--- src/rtl/core/mfe_pkg.sv ---
package mfe_pkg;

    localparam logic [16:0] MAX_VERTICES   = 17'd65536;
    localparam logic [18:0] MAX_FACE_WORDS = 19'd262144;
    localparam logic [16:0] MAX_COLORS     = 17'd65536;
    localparam logic [3:0]  UNITS_MAX      = 4'd8;

    localparam logic [31:0] CRC_POLY        = 32'hEDB88320;
    localparam logic [31:0] CRC_ALL         = 32'hFFFFFFFF;
    localparam logic [31:0] MAGIC_WORD      = 32'h4F454753;
    localparam logic [7:0]  FORMAT_VERSION  = 8'd1;
    localparam logic [7:0]  FLAG_COLORS     = 8'h40;
    localparam logic [21:0] COUNT_WORD_OFF  = 22'd16;
    localparam logic [21:0] HEADER_LO_OFF   = 22'd0;
    localparam logic [21:0] HEADER_HI_OFF   = 22'd8;
    localparam logic [21:0] BODY_DATA_START = 22'd24;
    localparam logic [3:0]  BYTES_WIDE      = 4'd8;
    localparam logic [3:0]  BYTES_NARROW    = 4'd4;
    localparam logic [3:0]  BYTES_NONE      = 4'd0;

    localparam logic [1:0] CFG_VERTEX_TRIPLES   = 2'd0;
    localparam logic [1:0] CFG_FACE_WORD_COUNT  = 2'd1;
    localparam logic [1:0] CFG_COLOR_WORD_COUNT = 2'd2;
    localparam logic [1:0] CFG_UNITS_CODE       = 2'd3;

    localparam logic FUNC_DATA  = 1'b0;
    localparam logic FUNC_CLOSE = 1'b1;

    typedef enum logic [1:0] {
        SEC_VERT  = 2'd0,
        SEC_FACE  = 2'd1,
        SEC_COLOR = 2'd2,
        SEC_DONE  = 2'd3
    } t_sec;

    typedef enum logic [1:0] {
        ST_OK    = 2'd0,
        ST_DROP  = 2'd1,
        ST_SHORT = 2'd2
    } t_status;

    typedef enum logic [1:0] {
        BEAT_CW = 2'd0,
        BEAT_H0 = 2'd1,
        BEAT_H1 = 2'd2
    } t_beat;

    typedef struct packed {
        logic        func;
        logic [63:0] data_word;
    } t_in_item;

    typedef struct packed {
        logic [21:0] byte_offset;
        logic [63:0] out_data;
        logic [3:0]  byte_count;
        logic        last;
        logic [1:0]  status;
    } t_out_item;

    typedef struct packed {
        logic [16:0] vertex_triples;
        logic [18:0] face_word_count;
        logic [16:0] color_word_count;
        logic [3:0]  units_code;
    } t_cfg;

    typedef struct packed {
        logic        is_close;
        logic [21:0] byte_offset;
        logic [63:0] out_data;
        logic [3:0]  byte_count;
        t_status     status;
        logic        has_colors;
        logic [3:0]  units_code;
        logic [31:0] crc;
    } t_res;

    typedef struct packed {
        t_sec        sec;
        logic [18:0] rem;
    } t_sec_pos;

    function automatic logic [31:0] crc_fold64(input logic [31:0] c, input logic [63:0] d);
        logic [31:0] x;
        x = c;
        for (int i = 0; i < 64; i++) begin
            x = (x[0] ^ d[i]) ? ((x >> 1) ^ CRC_POLY) : (x >> 1);
        end
        return x;
    endfunction

    function automatic logic [31:0] crc_fold32(input logic [31:0] c, input logic [31:0] d);
        logic [31:0] x;
        x = c;
        for (int i = 0; i < 32; i++) begin
            x = (x[0] ^ d[i]) ? ((x >> 1) ^ CRC_POLY) : (x >> 1);
        end
        return x;
    endfunction

    // skip over sections that are empty
    function automatic t_sec_pos settle(input t_sec s, input logic [18:0] r,
                                        input logic [18:0] f, input logic [16:0] c);
        t_sec_pos p;
        p.sec = s;
        p.rem = r;
        for (int k = 0; k < 3; k++) begin
            if (p.rem == 19'd0) begin
                unique case (p.sec)
                    SEC_VERT: begin
                        p.sec = SEC_FACE;
                        p.rem = f;
                    end
                    SEC_FACE: begin
                        p.sec = SEC_COLOR;
                        p.rem = {2'b00, c};
                    end
                    SEC_COLOR: begin
                        p.sec = SEC_DONE;
                    end
                    SEC_DONE: begin
                        p.sec = SEC_DONE;
                    end
                endcase
            end
        end
        return p;
    endfunction

endpackage

--- src/rtl/core/mfe_cfg_regs.sv ---
module mfe_cfg_regs (
    input  logic          i_clk,
    input  logic          i_rst_n,
    input  logic          i_cfg_we,
    input  logic [1:0]    i_cfg_idx,
    input  logic [18:0]   i_cfg_data,
    output mfe_pkg::t_cfg o_cfg
);

    logic [16:0] r_vert;
    logic [18:0] r_face;
    logic [16:0] r_color;
    logic [3:0]  r_units;

    always_ff @(posedge i_clk) begin
        if (!i_rst_n) begin
            r_vert  <= '0;
            r_face  <= '0;
            r_color <= '0;
            r_units <= '0;
        end else if (i_cfg_we) begin
            unique case (i_cfg_idx)
                mfe_pkg::CFG_VERTEX_TRIPLES:   r_vert  <= i_cfg_data[16:0];
                mfe_pkg::CFG_FACE_WORD_COUNT:  r_face  <= i_cfg_data;
                mfe_pkg::CFG_COLOR_WORD_COUNT: r_color <= i_cfg_data[16:0];
                mfe_pkg::CFG_UNITS_CODE:       r_units <= i_cfg_data[3:0];
            endcase
        end
    end

    // saturate counts, units codes above UNITS_MAX become code 0
    always_comb begin
        o_cfg.vertex_triples   = (r_vert > mfe_pkg::MAX_VERTICES) ? mfe_pkg::MAX_VERTICES : r_vert;
        o_cfg.face_word_count  = (r_face > mfe_pkg::MAX_FACE_WORDS) ?
                                 mfe_pkg::MAX_FACE_WORDS : r_face;
        o_cfg.color_word_count = (r_color > mfe_pkg::MAX_COLORS) ? mfe_pkg::MAX_COLORS : r_color;
        o_cfg.units_code       = (r_units > mfe_pkg::UNITS_MAX) ? 4'd0 : r_units;
    end

endmodule

--- src/rtl/core/mfe_frame_core.sv ---
module mfe_frame_core (
    input  logic              i_clk,
    input  logic              i_rst_n,
    input  mfe_pkg::t_cfg     i_cfg,
    input  logic              i_valid,
    input  mfe_pkg::t_in_item i_in,
    output logic              o_stall,
    output logic              o_res_valid,
    output mfe_pkg::t_res     o_res,
    input  logic              i_res_ready
);

    logic              r_iv;
    mfe_pkg::t_in_item r_in;

    logic              r_folded;
    logic [31:0]       r_crc;
    logic [21:0]       r_off;
    mfe_pkg::t_sec     r_sec;
    logic [18:0]       r_rem;
    logic [16:0]       r_lat_vert;
    logic [18:0]       r_lat_face;
    logic [16:0]       r_lat_color;
    logic [3:0]        r_lat_units;

    logic              adv;
    logic [16:0]       eff_vert;
    logic [18:0]       eff_face;
    logic [16:0]       eff_color;
    logic [3:0]        eff_units;
    logic [63:0]       count_word;
    logic [18:0]       vert_words;
    mfe_pkg::t_sec_pos start_pos;
    logic [31:0]       eff_crc;
    logic [21:0]       eff_off;
    mfe_pkg::t_sec     eff_sec;
    logic [18:0]       eff_rem;
    mfe_pkg::t_sec_pos next_pos;

    logic              n_folded;
    logic [31:0]       n_crc;
    logic [21:0]       n_off;
    mfe_pkg::t_sec     n_sec;
    logic [18:0]       n_rem;

    assign adv         = r_iv && i_res_ready;
    assign o_stall     = r_iv && !i_res_ready;
    assign o_res_valid = adv;

    always_comb begin
        eff_vert   = r_folded ? r_lat_vert  : i_cfg.vertex_triples;
        eff_face   = r_folded ? r_lat_face  : i_cfg.face_word_count;
        eff_color  = r_folded ? r_lat_color : i_cfg.color_word_count;
        eff_units  = r_folded ? r_lat_units : i_cfg.units_code;
        count_word = {13'd0, eff_face, 15'd0, eff_vert};
        vert_words = {1'b0, eff_vert, 1'b0} + {2'b00, eff_vert};
        start_pos  = mfe_pkg::settle(mfe_pkg::SEC_VERT, vert_words, eff_face, eff_color);
        eff_crc    = r_folded ? r_crc : mfe_pkg::crc_fold64(mfe_pkg::CRC_ALL, count_word);
        eff_off    = r_folded ? r_off : mfe_pkg::BODY_DATA_START;
        eff_sec    = r_folded ? r_sec : start_pos.sec;
        eff_rem    = r_folded ? r_rem : start_pos.rem;
        next_pos   = mfe_pkg::settle(eff_sec, eff_rem - 19'd1, eff_face, eff_color);

        n_folded = 1'b1;
        n_crc    = eff_crc;
        n_off    = eff_off;
        n_sec    = eff_sec;
        n_rem    = eff_rem;

        o_res.is_close    = 1'b0;
        o_res.byte_offset = eff_off;
        o_res.out_data    = '0;
        o_res.byte_count  = mfe_pkg::BYTES_NONE;
        o_res.status      = mfe_pkg::ST_OK;
        o_res.has_colors  = (eff_color != 17'd0);
        o_res.units_code  = eff_units;
        o_res.crc         = eff_crc ^ mfe_pkg::CRC_ALL;

        if (r_in.func == mfe_pkg::FUNC_CLOSE) begin
            o_res.is_close    = 1'b1;
            o_res.byte_offset = mfe_pkg::COUNT_WORD_OFF;
            o_res.out_data    = count_word;
            o_res.byte_count  = mfe_pkg::BYTES_WIDE;
            o_res.status      = (eff_sec == mfe_pkg::SEC_DONE) ? mfe_pkg::ST_OK
                                                                : mfe_pkg::ST_SHORT;
            n_folded = 1'b0;
            n_crc    = mfe_pkg::CRC_ALL;
            n_off    = mfe_pkg::BODY_DATA_START;
            n_sec    = mfe_pkg::SEC_VERT;
            n_rem    = '0;
        end else if (eff_sec == mfe_pkg::SEC_DONE) begin
            o_res.status = mfe_pkg::ST_DROP;
        end else if (eff_sec == mfe_pkg::SEC_VERT) begin
            o_res.out_data   = r_in.data_word;
            o_res.byte_count = mfe_pkg::BYTES_WIDE;
            n_crc = mfe_pkg::crc_fold64(eff_crc, r_in.data_word);
            n_off = eff_off + 22'd8;
            n_sec = next_pos.sec;
            n_rem = next_pos.rem;
        end else begin
            o_res.out_data   = {32'd0, r_in.data_word[31:0]};
            o_res.byte_count = mfe_pkg::BYTES_NARROW;
            n_crc = mfe_pkg::crc_fold32(eff_crc, r_in.data_word[31:0]);
            n_off = eff_off + 22'd4;
            n_sec = next_pos.sec;
            n_rem = next_pos.rem;
        end
    end

    always_ff @(posedge i_clk) begin
        if (!i_rst_n) begin
            r_iv     <= 1'b0;
            r_folded <= 1'b0;
        end else begin
            if (!o_stall) begin
                r_iv <= i_valid;
            end
            if (adv) begin
                r_folded <= n_folded;
            end
        end
    end

    always_ff @(posedge i_clk) begin
        if (i_valid && !o_stall) begin
            r_in <= i_in;
        end
        if (adv) begin
            r_crc <= n_crc;
            r_off <= n_off;
            r_sec <= n_sec;
            r_rem <= n_rem;
            if (!r_folded) begin
                r_lat_vert  <= eff_vert;
                r_lat_face  <= eff_face;
                r_lat_color <= eff_color;
                r_lat_units <= eff_units;
            end
        end
    end

    a_close_ends_frame: assert property (@(posedge i_clk) disable iff (!i_rst_n)
        (adv && r_in.func == mfe_pkg::FUNC_CLOSE) |=> !r_folded)
        else $error("frame still open after close");

    a_data_opens_frame: assert property (@(posedge i_clk) disable iff (!i_rst_n)
        (adv && r_in.func == mfe_pkg::FUNC_DATA) |=> r_folded)
        else $error("frame not open after data item");

    a_open_section_nonempty: assert property (@(posedge i_clk) disable iff (!i_rst_n)
        (r_folded && r_sec != mfe_pkg::SEC_DONE) |-> (r_rem != 19'd0))
        else $error("open section with nothing remaining");

    a_offset_aligned: assert property (@(posedge i_clk) disable iff (!i_rst_n)
        r_folded |-> (r_off[1:0] == 2'b00))
        else $error("write offset not word aligned");

endmodule

--- src/rtl/core/mfe_out_stage.sv ---
module mfe_out_stage (
    input  logic               i_clk,
    input  logic               i_rst_n,
    input  logic               i_res_valid,
    input  mfe_pkg::t_res      i_res,
    output logic               o_res_ready,
    output logic               o_valid,
    output mfe_pkg::t_out_item o_out,
    input  logic               i_stall
);

    logic           r_ov;
    mfe_pkg::t_beat r_beat;
    mfe_pkg::t_res  r_res;

    logic           take;
    logic           item_done;
    logic [63:0]    hdr_lo;
    logic [63:0]    hdr_hi;

    assign o_valid     = r_ov;
    assign take        = r_ov && !i_stall;
    assign item_done   = take && (!r_res.is_close || r_beat == mfe_pkg::BEAT_H1);
    assign o_res_ready = !r_ov || item_done;

    always_comb begin
        hdr_lo = {8'h00, (r_res.has_colors ? mfe_pkg::FLAG_COLORS : 8'h00), 8'h00,
                  mfe_pkg::FORMAT_VERSION, mfe_pkg::MAGIC_WORD};
        hdr_hi = {r_res.crc, 28'd0, r_res.units_code};

        o_out.byte_offset = r_res.byte_offset;
        o_out.out_data    = r_res.out_data;
        o_out.byte_count  = r_res.byte_count;
        o_out.last        = 1'b0;
        o_out.status      = r_res.status;
        unique case (r_beat)
            mfe_pkg::BEAT_CW: begin
            end
            mfe_pkg::BEAT_H0: begin
                o_out.byte_offset = mfe_pkg::HEADER_LO_OFF;
                o_out.out_data    = hdr_lo;
                o_out.byte_count  = mfe_pkg::BYTES_WIDE;
            end
            mfe_pkg::BEAT_H1: begin
                o_out.byte_offset = mfe_pkg::HEADER_HI_OFF;
                o_out.out_data    = hdr_hi;
                o_out.byte_count  = mfe_pkg::BYTES_WIDE;
                o_out.last        = 1'b1;
            end
            default: begin
            end
        endcase
    end

    always_ff @(posedge i_clk) begin
        if (!i_rst_n) begin
            r_ov   <= 1'b0;
            r_beat <= mfe_pkg::BEAT_CW;
        end else if (i_res_valid && o_res_ready) begin
            r_ov   <= 1'b1;
            r_beat <= mfe_pkg::BEAT_CW;
        end else if (item_done) begin
            r_ov   <= 1'b0;
            r_beat <= mfe_pkg::BEAT_CW;
        end else if (take) begin
            r_beat <= (r_beat == mfe_pkg::BEAT_CW) ? mfe_pkg::BEAT_H0 : mfe_pkg::BEAT_H1;
        end
    end

    always_ff @(posedge i_clk) begin
        if (i_res_valid && o_res_ready) begin
            r_res <= i_res;
        end
    end

    a_beat_only_on_close: assert property (@(posedge i_clk) disable iff (!i_rst_n)
        (r_beat != mfe_pkg::BEAT_CW) |-> (r_ov && r_res.is_close))
        else $error("header beat without a close item");

    a_close_keeps_going: assert property (@(posedge i_clk) disable iff (!i_rst_n)
        (take && r_res.is_close && r_beat != mfe_pkg::BEAT_H1)
        |=> (r_ov && r_beat != mfe_pkg::BEAT_CW))
        else $error("close sequence cut short");

endmodule

--- src/rtl/core/mesh_frame_encoder_crc32.sv ---
// mesh frame encoder with crc-32
// input channel: i_valid / o_stall with i_in (func, data_word); an item is taken
// at a clock edge with i_valid high and o_stall low
// output channel: o_valid / i_stall with o_out; a result is taken at an edge with
// o_valid high and i_stall low
// config port: i_cfg_we, i_cfg_idx, i_cfg_data; write only while idle
// latency: a data item's result is on o_out one edge after it is taken
// throughput: one data item per cycle; a close item gives three results
// (count word, header low, header high with last) over three output cycles,
// set by the single output register that sequences them
// crc and offset update for one item are done between the input register
// and the output register in one cycle
// reset: config registers clear, no frame is open, both registers empty
// stall: results hold in the output register; the input register takes one
// more item, then o_stall rises until the output side drains
module mesh_frame_encoder_crc32 (
    input  logic               i_clk,
    input  logic               i_rst_n,
    input  logic               i_valid,
    output logic               o_stall,
    input  mfe_pkg::t_in_item  i_in,
    output logic               o_valid,
    input  logic               i_stall,
    output mfe_pkg::t_out_item o_out,
    input  logic               i_cfg_we,
    input  logic [1:0]         i_cfg_idx,
    input  logic [18:0]        i_cfg_data
);

    mfe_pkg::t_cfg cfg;
    mfe_pkg::t_res res;
    logic          res_valid;
    logic          res_ready;

    mfe_cfg_regs u_cfg (
        .i_clk      (i_clk),
        .i_rst_n    (i_rst_n),
        .i_cfg_we   (i_cfg_we),
        .i_cfg_idx  (i_cfg_idx),
        .i_cfg_data (i_cfg_data),
        .o_cfg      (cfg)
    );

    mfe_frame_core u_core (
        .i_clk       (i_clk),
        .i_rst_n     (i_rst_n),
        .i_cfg       (cfg),
        .i_valid     (i_valid),
        .i_in        (i_in),
        .o_stall     (o_stall),
        .o_res_valid (res_valid),
        .o_res       (res),
        .i_res_ready (res_ready)
    );

    mfe_out_stage u_out (
        .i_clk       (i_clk),
        .i_rst_n     (i_rst_n),
        .i_res_valid (res_valid),
        .i_res       (res),
        .o_res_ready (res_ready),
        .o_valid     (o_valid),
        .o_out       (o_out),
        .i_stall     (i_stall)
    );

endmodule
--- config.mk ---
export PLATFORM = sky130hd
export DESIGN_NAME = mesh_frame_encoder_crc32
export DESIGN_NICKNAME = d
export VERILOG_FILES = /design/src/rtl/core/mfe_pkg.sv /design/src/rtl/core/mfe_cfg_regs.sv /design/src/rtl/core/mfe_frame_core.sv /design/src/rtl/core/mfe_out_stage.sv /design/src/rtl/core/mesh_frame_encoder_crc32.sv
export SDC_FILE = /design/constraint.sdc
export NUM_CORES = 1
export LEC_CHECK = 0
export BUFFER_PORTS_ARGS = -buffer_cell sky130_fd_sc_hd__buf_2
export CAP_MARGIN = 20
export CORE_ASPECT_RATIO = 1.25
export CORE_MARGIN = 5
export CORE_UTILIZATION = 64
export DETAILED_ROUTE_END_ITERATION = 16
export HOLD_SLACK_MARGIN = 0.15
export PLACE_DENSITY = 0.8
export SETUP_SLACK_MARGIN = 0.4
export SYNTH_ARGS = -nofsm -noshare
export SYNTH_HDL_FRONTEND = slang
export SYNTH_HIERARCHICAL = 1
export SYNTH_SLANG_ARGS = --single-unit
--- constraint.sdc ---
create_clock -name i_clk -period 18.15 [get_ports i_clk]
set_clock_uncertainty 0.2 [all_clocks]
set_input_delay 3.63 -clock i_clk [delete_from_list [all_inputs] [get_ports i_clk]]
set_output_delay 3.63 -clock i_clk [all_outputs]
set_load 0.02 [all_outputs]
==> out/results.tsv <==
metric	value	unit
Max-Cap Viols	0	
final count of negative-setup-slack endpoints	0	
slew at the pin closest to its max-slew limit	1.16	ns
clk buf depth	3	
signal arrival time at the worst endpoint	16.40	ns
detailed-placement wirelength estimate	90.7	mm
maximum level of the CTS H-tree	2	
final hold violation count	0	
total number of placement rows	96	
Global Route met3 Usage	0.0531	
RR Startpoint	u_cfg/r_vert[3]	
Post-CTS Resized	0	
number of flops mapped to enable cells by yosys	327	
portion of the post-synthesis area used by sequential elements	0.312	
Max Clock Freq	61.5	MHz
Worst path max stage delay	0.75	ns
GR Overflow Total	0	
clock root buffer	sky130_fd_sc_hd__clkbuf_16	
number of design rule violations left after detail routing	0	
Vias/cell	6.30	
vias after detailed routing	25200	
CP Launch Type	flip-flop	
number of setup buffers added after CTS	0	
die span in y	273	µm
antenna violation net count after detailed routing	0	
area share of the leading cell type in the synthesized netlist	0.277	
final setup TNS	0	ns
DIE WIDTH	220	µm
GR met1 Demand/Resource	0.444	
gp weighted congestion	1.03	
Crit. End Element	flip-flop	
CTS tree	done	
synthesized instance count	3107	
leading cell types in the layout, fill and taps excluded	sky130_fd_sc_hd__xnor2_1, sky130_fd_sc_hd__edfxtp_1, sky130_fd_sc_hd__nand2_1, sky130_fd_sc_hd__xnor3_1, sky130_fd_sc_hd__buf_2	
Worst-path clk slew	0.06	ns
clock insertion delay at the later pin of the skew report	0.60	ns
required time worst endpoint	18.30	ns
synthesized area divided by synthesized cell count	11.4	µm²
antenna violations before repair	2	
Async SR Flop Fraction	0	
RSZ-0062 raised after global routing	no	
reg2reg end	u_core/r_crc[19]	
global-route total usage across every layer	0.382	
HP Class	flip-flop to flip-flop	
Hold Crit Endpoint	u_cfg/r_face[13]	
most common cell after layout, fill and taps aside	sky130_fd_sc_hd__xnor2_1	
length in cells of the worst reg-to-reg path	39	
gr busiest metal	met2	
top cells by area, synth	sky130_fd_sc_hd__edfxtp_1, sky130_fd_sc_hd__xnor3_1, sky130_fd_sc_hd__xnor2_1	
hold buffers post-CTS	0	
worst hold stages	2	
Setup Crit Path Kind	flip-flop to flip-flop	
starting density of the core	0.646	
first-pass GRT wire length	169	mm
detailed-routing iteration count for the pre-antenna-repair pass	6	
drt initial violations	2674	
clock net sink count	389	
area added between synthesis and finish	7.94	%
Filler cells	4088	
multi-input gate area in the final layout	23300	µm²
TritonCTS Buffers	42	
total of buffers placed on input and output ports	185	
top cell type by total area after synthesis	sky130_fd_sc_hd__edfxtp_1	
number of primary I/O pins	186	
vias in the first global route	25600	
wire per inst	29.2	µm
Global Route met2 Usage	0.650	
die area	60200	µm²
fraction of layout instances using a drive strength above 1	0.180	
library cell contributing the largest single delay on the critical path	sky130_fd_sc_hd__nor2b_1	
Seq cells post-synth	389	
Core Footprint	54900	µm²
Routed WL	117	mm
FF-to-FF setup slack	1.90	ns
Cell Area, Synth	35400	µm²
Final nets	3349	
dominant synthesized flop cell	sky130_fd_sc_hd__edfxtp_1	
maximum number of pins on one net before global-route repair	79	
critical path peak fanout	10	
outcome	completed	
fraction of the cycle the final worst path needs	0.895	
fin. max-slew vios	0	
headroom to the max-slew limit	0.223	
Worst Hold Launch	u_cfg/r_face[13]	
area taken by flip-flops and latches	11100	µm²
most frequent cell on the critical path	sky130_fd_sc_hd__xnor3_1	
distinct cell type count of the synthesized netlist	92	
final critical path time including I/O delays and setup	16.25	ns
Ys Warns	6	
sequential cells by signal, indices dropped and copies added (netlist names):
signal	cells
u_cfg/r_color	17
u_cfg/r_face	19
u_cfg/r_units	4
u_cfg/r_vert	17
u_core/r_crc	32
u_core/r_folded	1
u_core/r_in	65
u_core/r_iv	1
u_core/r_lat_color	17
u_core/r_lat_face	19
u_core/r_lat_units	4
u_core/r_lat_vert	17
u_core/r_off	22
u_core/r_rem	19
u_core/r_sec	2
u_out/hdr_hi	36
u_out/o_out	2
u_out/o_valid	1
u_out/r_beat	2
u_out/r_res	92
cell families (layout without fill, tap and decap cells):
logic type | after synthesis | after routing | synth area share
multiplexers | 142 | 142 | 0.0461
XOR/XNOR | 1039 | 1039 | 0.395
adder cells (fa/ha/maj) | 34 | 34 | 0.0122
AND/OR/NAND/NOR | 755 | 755 | 0.109
flip-flops | 389 | 389 | 0.312
other | 1 | 6 | 0.000106
AO/OA/AOI/OAI | 501 | 501 | 0.0943
buffers and inverters | 246 | 391 | 0.0310
area by class of cell:
type                    count  area share
clock inverters            26     0.00625
clock buffers              47      0.0288
well taps                 735      0.0240
repair buffers            218      0.0312
flip-flops and latches    389       0.289
multi-input cells        2473       0.610
inverters                 100     0.00988
diodes                      4    0.000262
per-layer routing:
layer / up-vias / wire length [µm]
li1: 11100 / -
met1: 12200 / 40400
met2: 1413 / 57300
met3: 464 / 8340
met4: 0 / 10700
met5: - / 0
through the flow:
| step | hold slack [ns] | cells | setup WS [ns] | instance area (µm²) | utilization |
|---|---|---|---|---|---|
| 2_1_floorplan | 0.230 | 3108 | 1.96 | 35400 | - |
| 3_3_place_gp | 0.235 | 3913 | 2.05 | 36900 | 0.672 |
| 3_5_place_dp | 0.241 | 3913 | 2.06 | 36900 | 0.672 |
| 4_1_cts | 0.249 | 3986 | 1.96 | 38200 | 0.696 |
| 5_1_grt | 0.262 | 3988 | 1.10 | 38200 | 0.697 |
| 6_report | 0.252 | 3992 | 1.90 | 38200 | 0.697 |
critical path: cells and delay by family (launching register included):
kind	cells	cell delay, ns
muxes	3	1.37
and+or+nand+nor	3	1.32
DFF	1	0.33
xor gates and xnor gates	28	11.37
adders and majority gates	1	0.33
buffers and inverters	1	0.20
AOI/OAI and AO/OA	3	0.81
Yosys cell counts (33+ instances only):
master,n
sky130_fd_sc_hd__o21ai_0,119
sky130_fd_sc_hd__dfxtp_1,62
sky130_fd_sc_hd__nand2_1,251
sky130_fd_sc_hd__a22oi_1,38
sky130_fd_sc_hd__inv_1,97
sky130_fd_sc_hd__a211oi_1,54
sky130_fd_sc_hd__clkbuf_1,87
sky130_fd_sc_hd__xnor2_2,60
sky130_fd_sc_hd__nor2_1,118
sky130_fd_sc_hd__xnor3_1,194
sky130_fd_sc_hd__nor2b_1,93
sky130_fd_sc_hd__a21boi_0,45
sky130_fd_sc_hd__a21oi_1,81
sky130_fd_sc_hd__and2_1,62
sky130_fd_sc_hd__xnor2_1,480
sky130_fd_sc_hd__ha_1,33
sky130_fd_sc_hd__mux2_2,46
sky130_fd_sc_hd__xor3_1,39
sky130_fd_sc_hd__edfxtp_1,327
sky130_fd_sc_hd__xor2_1,183
sky130_fd_sc_hd__mux2i_1,70
worst max path at each step:
stage	startpoint	end	slack, ns	depth (start not counted)
floorplan	u_core/r_folded	u_core/r_crc[7]	1.96	52
global placement	u_cfg/r_vert[11]	u_core/r_crc[21]	2.05	40
detailed placement	u_cfg/r_vert[11]	u_core/r_crc[19]	2.06	39
CTS	u_cfg/r_vert[11]	u_core/r_crc[19]	1.96	39
global route	u_cfg/r_vert[11]	u_core/r_crc[19]	1.10	39
finish	u_cfg/r_vert[3]	u_core/r_crc[19]	1.90	39
Power is left out: the tool's default activity adds up to more than one toggle a clock period on the data nets, which glitch-free logic cannot reach.
